### src/rtl/ttybm_pkg.sv
// Shared types and constants of the terminal line-discipline byte mapper.
// No dependencies; every other file of the block imports this package.
`default_nettype none

package ttybm_pkg;

  // Character codes used by the mapping rules.
  localparam logic [7:0] CH_NL      = 8'h0A;
  localparam logic [7:0] CH_CR      = 8'h0D;
  localparam logic [7:0] CH_UPPER_A = 8'h41;
  localparam logic [7:0] CH_UPPER_Z = 8'h5A;
  localparam logic [7:0] CH_LOWER_A = 8'h61;
  localparam logic [7:0] CH_LOWER_Z = 8'h7A;
  localparam logic [7:0] CASE_DELTA = 8'h20;
  localparam logic [7:0] MASK_7BIT  = 8'h7F;

  // Destination codes of a result.
  localparam logic DEST_INPUT  = 1'b0;
  localparam logic DEST_OUTPUT = 1'b1;

  // Action codes of an input item.
  localparam logic ACT_RX = 1'b0;
  localparam logic ACT_TX = 1'b1;

  // Configuration port.
  localparam int unsigned CfgIdxW  = 2;
  localparam int unsigned CfgDataW = 5;

  typedef enum logic [CfgIdxW-1:0] {
    REG_INPUT_MODE  = 2'd0,
    REG_OUTPUT_MODE = 2'd1,
    REG_ECHO_ENABLE = 2'd2
  } cfg_reg_e;

  localparam logic [4:0] INPUT_MODE_RST  = 5'd8;
  localparam logic [3:0] OUTPUT_MODE_RST = 4'd3;
  localparam logic       ECHO_ENABLE_RST = 1'b1;

  localparam int unsigned MaxResults = 3;

  typedef struct packed {
    logic       action;
    logic [7:0] data_byte;
  } in_item_t;

  typedef struct packed {
    logic       destination;
    logic [7:0] out_byte;
    logic       last;
  } out_item_t;

  // One pending result inside the block.
  typedef struct packed {
    logic       destination;
    logic [7:0] out_byte;
  } slot_t;

  // Everything one input item causes: the number of results and the results.
  typedef struct packed {
    logic [1:0]                 num;
    slot_t [MaxResults-1:0]     slot;
  } plan_t;

endpackage : ttybm_pkg

`default_nettype wire

### src/rtl/ttybm_front.sv
// Front end: configuration registers and classification of each input byte
// into a plan of up to three results. Depends on ttybm_pkg.
`default_nettype none

module ttybm_front
  import ttybm_pkg::*;
(
  input  wire logic                clk_i,
  input  wire logic                rst_ni,
  input  wire logic                cfg_we_i,
  input  wire logic [CfgIdxW-1:0]  cfg_index_i,
  input  wire logic [CfgDataW-1:0] cfg_wdata_i,
  input  wire logic                in_valid_i,
  output logic                     in_ready_o,
  input  wire in_item_t            in_item_i,
  input  wire logic                q_full_i,
  output logic                     push_o,
  output plan_t                    plan_o
);

  typedef struct packed {
    logic [1:0]  num;
    slot_t [1:0] slot;
  } opath_t;

  logic [4:0] input_mode_q, input_mode_d;
  logic [3:0] output_mode_q, output_mode_d;
  logic       echo_enable_q, echo_enable_d;

  logic [7:0] c_strip, c_map, c_in, path_byte;
  logic       drop_cr;
  opath_t     op;

  function automatic logic is_upper(input logic [7:0] c);
    return (c >= CH_UPPER_A) && (c <= CH_UPPER_Z);
  endfunction

  function automatic logic is_lower(input logic [7:0] c);
    return (c >= CH_LOWER_A) && (c <= CH_LOWER_Z);
  endfunction

  // Output post-processing of one byte: zero, one or two results.
  function automatic opath_t out_path(input logic [7:0] c, input logic [3:0] mode);
    opath_t r;
    r = '0;
    if (!mode[0]) begin
      r.num     = 2'd1;
      r.slot[0] = '{destination: DEST_OUTPUT, out_byte: c};
    end else if (c == CH_NL && mode[1]) begin
      r.num     = 2'd2;
      r.slot[0] = '{destination: DEST_OUTPUT, out_byte: CH_CR};
      r.slot[1] = '{destination: DEST_OUTPUT, out_byte: CH_NL};
    end else if (c == CH_CR && mode[2]) begin
      r.num = 2'd0;
    end else begin
      r.num     = 2'd1;
      r.slot[0] = '{destination: DEST_OUTPUT,
                    out_byte: (mode[3] && is_lower(c)) ? c - CASE_DELTA : c};
    end
    return r;
  endfunction

  always_comb begin
    input_mode_d  = input_mode_q;
    output_mode_d = output_mode_q;
    echo_enable_d = echo_enable_q;
    if (cfg_we_i) begin
      case (cfg_reg_e'(cfg_index_i))
        REG_INPUT_MODE:  input_mode_d  = cfg_wdata_i[4:0];
        REG_OUTPUT_MODE: output_mode_d = cfg_wdata_i[3:0];
        REG_ECHO_ENABLE: echo_enable_d = cfg_wdata_i[0];
        default: ;
      endcase
    end
  end

  always_ff @(posedge clk_i or negedge rst_ni) begin
    if (!rst_ni) begin
      input_mode_q  <= INPUT_MODE_RST;
      output_mode_q <= OUTPUT_MODE_RST;
      echo_enable_q <= ECHO_ENABLE_RST;
    end else begin
      input_mode_q  <= input_mode_d;
      output_mode_q <= output_mode_d;
      echo_enable_q <= echo_enable_d;
    end
  end

  // Input mapping: strip, CR drop, NL/CR swap, then case folding.
  always_comb begin
    c_strip = input_mode_q[0] ? (in_item_i.data_byte & MASK_7BIT) : in_item_i.data_byte;
    drop_cr = input_mode_q[1] && (c_strip == CH_CR);
    if (input_mode_q[2] && c_strip == CH_NL) begin
      c_map = CH_CR;
    end else if (input_mode_q[3] && c_strip == CH_CR) begin
      c_map = CH_NL;
    end else begin
      c_map = c_strip;
    end
    c_in = (input_mode_q[4] && is_upper(c_map)) ? c_map + CASE_DELTA : c_map;
  end

  // The output path is shared by program bytes and echoed input bytes.
  assign path_byte = (in_item_i.action == ACT_TX) ? in_item_i.data_byte : c_in;
  assign op        = out_path(path_byte, output_mode_q);

  always_comb begin
    plan_o = '0;
    if (in_item_i.action == ACT_TX) begin
      plan_o.num     = op.num;
      plan_o.slot[0] = op.slot[0];
      plan_o.slot[1] = op.slot[1];
    end else if (!drop_cr) begin
      if (echo_enable_q) begin
        plan_o.slot[0]      = op.slot[0];
        plan_o.slot[1]      = op.slot[1];
        plan_o.slot[op.num] = '{destination: DEST_INPUT, out_byte: c_in};
        plan_o.num          = op.num + 2'd1;
      end else begin
        plan_o.slot[0] = '{destination: DEST_INPUT, out_byte: c_in};
        plan_o.num     = 2'd1;
      end
    end
  end

  // Items that give no result are accepted and simply not queued.
  assign in_ready_o = !q_full_i;
  assign push_o     = in_valid_i && in_ready_o && (plan_o.num != 2'd0);

`ifndef SYNTH
  a_push_has_results: assert property (@(posedge clk_i) disable iff (!rst_ni)
    push_o |-> (plan_o.num != 2'd0) && !q_full_i)
    else $error("plan queued while full or without results");
`endif

endmodule : ttybm_front

`default_nettype wire

### src/rtl/ttybm_queue.sv
// Short plan queue between the front and back ends of the byte mapper.
// Depends on ttybm_pkg for the plan type.
`default_nettype none

module ttybm_queue
  import ttybm_pkg::*;
#(
  parameter int unsigned Depth = 2
) (
  input  wire logic  clk_i,
  input  wire logic  rst_ni,
  input  wire logic  push_i,
  input  wire plan_t data_i,
  output logic       full_o,
  input  wire logic  pop_i,
  output logic       valid_o,
  output plan_t      data_o
);

  // Depth must be at least two.
  localparam int unsigned PtrW = $clog2(Depth);
  localparam int unsigned CntW = $clog2(Depth + 1);

  plan_t            mem_q [Depth];
  logic [PtrW-1:0]  wr_ptr_q, wr_ptr_d;
  logic [PtrW-1:0]  rd_ptr_q, rd_ptr_d;
  logic [CntW-1:0]  count_q, count_d;

  assign full_o  = (count_q == CntW'(Depth));
  assign valid_o = (count_q != '0);
  assign data_o  = mem_q[rd_ptr_q];

  always_comb begin
    wr_ptr_d = wr_ptr_q;
    rd_ptr_d = rd_ptr_q;
    count_d  = count_q;
    if (push_i) begin
      wr_ptr_d = (wr_ptr_q == PtrW'(Depth - 1)) ? '0 : wr_ptr_q + 1'b1;
    end
    if (pop_i) begin
      rd_ptr_d = (rd_ptr_q == PtrW'(Depth - 1)) ? '0 : rd_ptr_q + 1'b1;
    end
    if (push_i && !pop_i) begin
      count_d = count_q + 1'b1;
    end else if (pop_i && !push_i) begin
      count_d = count_q - 1'b1;
    end
  end

  always_ff @(posedge clk_i or negedge rst_ni) begin
    if (!rst_ni) begin
      wr_ptr_q <= '0;
      rd_ptr_q <= '0;
      count_q  <= '0;
    end else begin
      wr_ptr_q <= wr_ptr_d;
      rd_ptr_q <= rd_ptr_d;
      count_q  <= count_d;
    end
  end

  always_ff @(posedge clk_i) begin
    if (push_i) begin
      mem_q[wr_ptr_q] <= data_i;
    end
  end

`ifndef SYNTH
  a_no_underflow: assert property (@(posedge clk_i) disable iff (!rst_ni)
    pop_i |-> valid_o)
    else $error("plan queue popped while empty");
  a_count_bound: assert property (@(posedge clk_i) disable iff (!rst_ni)
    count_q <= CntW'(Depth))
    else $error("plan queue count beyond depth");
`endif

endmodule : ttybm_queue

`default_nettype wire

### src/rtl/ttybm_back.sv
// Back end: steps through the results of the head plan, one per cycle while the
// receiver takes them, into a registered output stage. Depends on ttybm_pkg.
`default_nettype none

module ttybm_back
  import ttybm_pkg::*;
(
  input  wire logic  clk_i,
  input  wire logic  rst_ni,
  input  wire logic  q_valid_i,
  input  wire plan_t head_i,
  output logic       pop_o,
  output logic       out_valid_o,
  input  wire logic  out_ready_i,
  output out_item_t  out_item_o
);

  logic [1:0] idx_q, idx_d;
  logic       out_valid_q, out_valid_d;
  out_item_t  out_q, out_d;
  logic       load, is_last;
  slot_t      cur;

  assign cur     = head_i.slot[idx_q];
  assign is_last = (idx_q == head_i.num - 2'd1);
  // The output register refills, while a plan is queued, whenever it is empty or being drained.
  assign load    = q_valid_i && (!out_valid_q || out_ready_i);
  assign pop_o   = load && is_last;

  always_comb begin
    idx_d       = idx_q;
    out_d       = out_q;
    out_valid_d = out_valid_q && !out_ready_i;
    if (load) begin
      out_d       = '{destination: cur.destination, out_byte: cur.out_byte, last: is_last};
      out_valid_d = 1'b1;
      idx_d       = is_last ? 2'd0 : idx_q + 2'd1;
    end
  end

  always_ff @(posedge clk_i or negedge rst_ni) begin
    if (!rst_ni) begin
      idx_q       <= 2'd0;
      out_valid_q <= 1'b0;
    end else begin
      idx_q       <= idx_d;
      out_valid_q <= out_valid_d;
    end
  end

  always_ff @(posedge clk_i) begin
    out_q <= out_d;
  end

  assign out_valid_o = out_valid_q;
  assign out_item_o  = out_q;

`ifndef SYNTH
  a_idx_in_plan: assert property (@(posedge clk_i) disable iff (!rst_ni)
    q_valid_i |-> (idx_q < head_i.num))
    else $error("result index beyond the head plan");
  a_pop_marks_last: assert property (@(posedge clk_i) disable iff (!rst_ni)
    pop_o |=> out_valid_o && out_item_o.last && (idx_q == 2'd0))
    else $error("plan retired without a last result");
`endif

endmodule : ttybm_back

`default_nettype wire

### src/rtl/tty_line_discipline_byte_map_top.sv
// Each accepted byte yields zero to three results, delivered one per clock cycle
// from a registered output stage while the receiver takes them, so the sustained
// rate is one result per cycle when the output is not stalled, and a byte gives
// three results in the worst case (NL expanded to CR NL and echoed). Bytes that
// give no result (a dropped CR) are accepted but not queued.
// The front end classifies a byte in its accept cycle and queues its results as
// one entry; the first result goes through the queue, then the output register.
// Input is refused only while the queue of QueueDepth entries (at least two) is
// full. Configuration writes take effect at the next clock edge.
// Top level of the byte mapper; depends on ttybm_pkg, ttybm_front,
// ttybm_queue and ttybm_back.
`default_nettype none

module tty_line_discipline_byte_map_top
  import ttybm_pkg::*;
#(
  parameter int unsigned QueueDepth = 2
) (
  input  wire logic                clk_i,
  input  wire logic                rst_ni,
  input  wire logic                cfg_we_i,
  input  wire logic [CfgIdxW-1:0]  cfg_index_i,
  input  wire logic [CfgDataW-1:0] cfg_wdata_i,
  input  wire logic                in_valid_i,
  output logic                     in_ready_o,
  input  wire in_item_t            in_item_i,
  output logic                     out_valid_o,
  input  wire logic                out_ready_i,
  output out_item_t                out_item_o
);

  logic  q_full, q_valid, push, pop;
  plan_t push_plan, head_plan;

  ttybm_front u_front (
    .clk_i       (clk_i),
    .rst_ni      (rst_ni),
    .cfg_we_i    (cfg_we_i),
    .cfg_index_i (cfg_index_i),
    .cfg_wdata_i (cfg_wdata_i),
    .in_valid_i  (in_valid_i),
    .in_ready_o  (in_ready_o),
    .in_item_i   (in_item_i),
    .q_full_i    (q_full),
    .push_o      (push),
    .plan_o      (push_plan)
  );

  ttybm_queue #(
    .Depth (QueueDepth)
  ) u_queue (
    .clk_i   (clk_i),
    .rst_ni  (rst_ni),
    .push_i  (push),
    .data_i  (push_plan),
    .full_o  (q_full),
    .pop_i   (pop),
    .valid_o (q_valid),
    .data_o  (head_plan)
  );

  ttybm_back u_back (
    .clk_i       (clk_i),
    .rst_ni      (rst_ni),
    .q_valid_i   (q_valid),
    .head_i      (head_plan),
    .pop_o       (pop),
    .out_valid_o (out_valid_o),
    .out_ready_i (out_ready_i),
    .out_item_o  (out_item_o)
  );

endmodule : tty_line_discipline_byte_map_top

`default_nettype wire

### config.mk
export PLATFORM = sky130hd
export DESIGN_NAME = tty_line_discipline_byte_map_top
export DESIGN_NICKNAME = d
export VERILOG_FILES = /design/src/rtl/ttybm_pkg.sv /design/src/rtl/ttybm_front.sv /design/src/rtl/ttybm_queue.sv /design/src/rtl/ttybm_back.sv /design/src/rtl/tty_line_discipline_byte_map_top.sv
export SDC_FILE = /design/constraint.sdc
export NUM_CORES = 1
export LEC_CHECK = 0
export CAP_MARGIN = 10
export CELL_PAD_IN_SITES_DETAIL_PLACEMENT = 0
export CELL_PAD_IN_SITES_GLOBAL_PLACEMENT = 1
export CORE_AREA = 5 5 94 96
export CTS_CLUSTER_SIZE = 14
export DETAILED_ROUTE_END_ITERATION = 12
export DIE_AREA = 0 0 99 101
export DONT_BUFFER_PORTS = 1
export GPL_ROUTABILITY_DRIVEN = 0
export GPL_TIMING_DRIVEN = 0
export PLACE_DENSITY_LB_ADDON = 0.1
export SLEW_MARGIN = 0
export SYNTH_ARGS = -nofsm -noshare
export SYNTH_HDL_FRONTEND = slang
export SYNTH_SLANG_ARGS = --single-unit
### constraint.sdc
create_clock -name clk_i -period 4.7 [get_ports clk_i]
set_input_delay 0.47 -clock clk_i [delete_from_list [all_inputs] [get_ports clk_i]]
set_output_delay 0.47 -clock clk_i [all_outputs]
set_load 0.01 [all_outputs]
==> results.md <==
* Total power density per cell area at 521 nW/um2
* Distinct cell type count of the synthesized netlist at 58
* Net Count, Synth at 326
* Worst Hold Class: in -> reg
* Run status: completed
* Worst setup startpoint: u_front.input_mode_q[3]
* Per-cell via count in the routed design at 5.74
* Kind of critical path: reg -> reg
* Area share of the largest cell type after synthesis at 49.8%
* Maximum net fanout on the critical path at 28
* Remaining Overflow, GRT at 0
* Detailed-route DRC error count at 0
* Normalized max-slew margin at 25.0%
* Post-cts gate resize count at 0
* Synthesized cell area at 3980 um2
* WHS Path Cells at 1
* CORE AREA at 7970 um2
* # clock sinks at 83
* Wire length of the first global-routing pass at 12700 um
* IR drop worst, VDD at 223 uV
* Core occupancy in the finished layout at 54.7%
* Crit path launch type: flip-flop
* Area growth, synth to finish at 9.62%
* Share of synthesized registers carrying an async set or reset at 20.5%
* Non-filler instance count after layout at 422
* Register-to-Register Path Depth at 10
* Initial core utilization at 49.9%
* Syn. warnings at 0
* Tightest hold margin at 0.272 ns
* Detailed-route via count at 2421
* Yosys reg bits at 83
* Worst-case hold path end point: u_front.output_mode_q[2]
* Row count at 33
* Minimum clock period at 3.77 ns
* Total routing resource utilization after global routing at 16.4%
* Launch point of the worst hold path: cfg_wdata_i[2]
* Clock latency on the worst-skew pair at 0.34 ns
* Worst clock skew at 0.0107 ns
* Summed negative setup slack over all endpoints at 0 ns
* Post-DP HPWL at 5660 um
* Top cell type by total area after synthesis: sky130_fd_sc_hd__edfxtp_1
* Number of enable-type register cells in the synthesized netlist at 66
* Clock tree from TritonCTS: done
* Maximum number of pins on one net before global-route repair at 29
* Placed instance count at 405
* CTS Buf Count at 9
* Antenna Cells at 0
* Average instance area after synthesis at 13.3 um2
* Most used standard cells in the synthesized netlist: sky130_fd_sc_hd__edfxtp_1 (66), sky130_fd_sc_hd__inv_1 (19), sky130_fd_sc_hd__nand2_1 (18), sky130_fd_sc_hd__nor2_1 (16), sky130_fd_sc_hd__dfrtp_1 (13)
* Max Clk Rate at 265 MHz
* Clock transition at the register clock pins on the worst setup and hold paths after CTS at 0.08 ns
* Worst Setup Slack post-DPL at 0.715 ns
* Transition at the pin with the smallest max-transition slack at 1.11 ns
* Post-layout instance area at 4360 um2
* Destination of the worst register-to-register timing path: u_queue.mem_q[0][0]
* Number of DRC markers in iteration 0 at 142
* Proportion of layout cells with a drive suffix above 1 at 15.8%
* Maximum Capacitance Violations at 0
* Critical Path Sink Type: flip-flop
* Number of nets in the finished design at 339
* Per-cell routed wire length at 18.1 um
* Setup repair after global routing missed its margin: false
* Clock root buffer: sky130_fd_sc_hd__clkbuf_8
* Depth of the CTS H-tree at 3
* Syn Inst Count at 299
* Count of antenna-violating nets left after detailed routing at 0
* CP Data Required Time at 4.67 ns
* Leakage power total at 1.59 nW
* Die W at 99 um
* Hold Fails Final Rpt at 0
* Power, Total at 2.27 mW
* Vias in the first global route at 2436
* Origin of the critical flop-to-flop path: u_front.input_mode_q[3]
* Total Die Area at 10000 um2
* Total cell area at the placement stage at 4150 um2
* Buffer depth of the longest clock path at 2
* Most instantiated library cell after synthesis: sky130_fd_sc_hd__edfxtp_1
* Total of fill cells in the finished design at 670
* Proportion of synthesized chip area in sequential cells at 60.6%
* Final Cycle Share at 80.2%
* Ys flop type: sky130_fd_sc_hd__edfxtp_1
* Leading cell types by total area after synthesis: sky130_fd_sc_hd__edfxtp_1 (50%), sky130_fd_sc_hd__dfrtp_1 (8.2%), sky130_fd_sc_hd__mux4_2 (5.1%)
* Worst reg-to-reg setup slack at 0.93 ns
* Final Routed Wirelength at 7650 um
* # setup viols final at 0
* Total I/O pin count at 33
* IO Port Bufs at 0
* Initial antenna violation count at 0
* Floorplan die height at 101 um
* Critical Path AT at 3.74 ns
* Total count of max-transition violations in the final report at 0
* Final Worst Setup Slack at 0.930 ns
* Pre-Repair DR Iteration Count at 4
worst max-delay path: stages, from the launching register on:
cell and delay (ns):
sky130_fd_sc_hd__dfstp_2 0.57, sky130_fd_sc_hd__nor4bb_1 0.43, sky130_fd_sc_hd__a41oi_1 0.20, sky130_fd_sc_hd__or3_1 0.39, sky130_fd_sc_hd__clkbuf_2 0.16, sky130_fd_sc_hd__and2_1 0.17, sky130_fd_sc_hd__ha_1 0.29, sky130_fd_sc_hd__nor2_1 0.08
sky130_fd_sc_hd__a22oi_1 0.13, sky130_fd_sc_hd__a31oi_4 0.27, sky130_fd_sc_hd__nor2b_4 0.71
cell type report:
class | count | area [um2] | share of cell area (%)
Sequential cell | 83 | 2410 | 55.3
Multi-Input combinational cell | 182 | 1440 | 33.0
Tap cell | 105 | 131 | 3.01
Clock buffer | 9 | 124 | 2.84
Clock inverter | 7 | 82.6 | 1.89
Inverter | 19 | 71.3 | 1.63
Buffer | 15 | 65.1 | 1.49
Timing Repair Buffer | 2 | 37.5 | 0.860
where the power goes:
| group | internal [mW] | switching [mW] | leakage, nW |
|---|---|---|---|
| logic | 0.272 | 0.333 | 0.672 |
| registers | 1.03 | 0.109 | 0.815 |
| clock network | 0.254 | 0.269 | 0.0984 |
| total | 1.56 | 0.712 | 1.59 |
kinds of logic after synthesis:
kind of cell / share of synthesized area [%]
fa+ha+maj: 1.89
xor+xnor: 1.32
flops: 60.6
compound gates: 10.1
simple gates: 11.7
mux: 11.0
buf+inv: 3.43
registers in the layout, summed over array words and instances (netlist names):
| register | flops |
|---|---|
| u_queue.mem_q | 56 |
| u_back.out_item_o | 10 |
| u_front.input_mode_q | 5 |
| u_front.output_mode_q | 4 |
| u_back.idx_q | 2 |
| u_queue.count_q | 2 |
| u_back.out_valid_o | 1 |
| u_front.echo_enable_q | 1 |
| u_queue.rd_ptr_q | 1 |
| u_queue.wr_ptr_q | 1 |
metal layers:
| layer | part of all wire (%) | track usage (%) |
|---|---|---|
| met1 | 47 | 22.3 |
| met2 | 47 | 26.1 |
| met3 | 4.2 | 3.67 |
| met4 | 1.2 | 5.25 |
| met5 | 0 | 0 |
placed cells by master, fill, tap and decap left out, types with 4 or more instances in the layout:
cell / count
sky130_fd_sc_hd__inv_1: 19
sky130_fd_sc_hd__mux2_2: 11
sky130_fd_sc_hd__mux4_2: 9
sky130_fd_sc_hd__and3_1: 5
sky130_fd_sc_hd__a21oi_1: 5
sky130_fd_sc_hd__clkbuf_1: 11
sky130_fd_sc_hd__nor2b_1: 5
sky130_fd_sc_hd__o22ai_1: 12
sky130_fd_sc_hd__ha_1: 6
sky130_fd_sc_hd__nand2_1: 18
sky130_fd_sc_hd__dfstp_2: 4
sky130_fd_sc_hd__nor2_1: 16
sky130_fd_sc_hd__nand4_1: 4
sky130_fd_sc_hd__mux2i_1: 11
sky130_fd_sc_hd__dfrtp_1: 13
sky130_fd_sc_hd__o21ai_0: 11
sky130_fd_sc_hd__nand2b_1: 10
sky130_fd_sc_hd__edfxtp_1: 66
sky130_fd_sc_hd__clkbuf_8: 9
what timing repair did:
action,in CTS,in global routing
setup buffers,0,0
setup endpoints to repair,0,0
hold buffers,1,0
endpoints found under the hold margin,17,0
how the worst max path moves through the flow:
stage,to,slack [ns],depth (start not counted)
2_1_floorplan,u_queue.mem_q[0][0],0.34,11
3_3_place_gp,u_queue.mem_q[0][16],-0.55,9
3_5_place_dp,u_queue.mem_q[0][14],0.72,9
4_1_cts,u_queue.mem_q[0][0],0.85,10
5_1_grt,u_queue.mem_q[0][0],0.55,10
6_report,u_queue.mem_q[0][0],0.93,10
(Power assumes the default switching activity.)
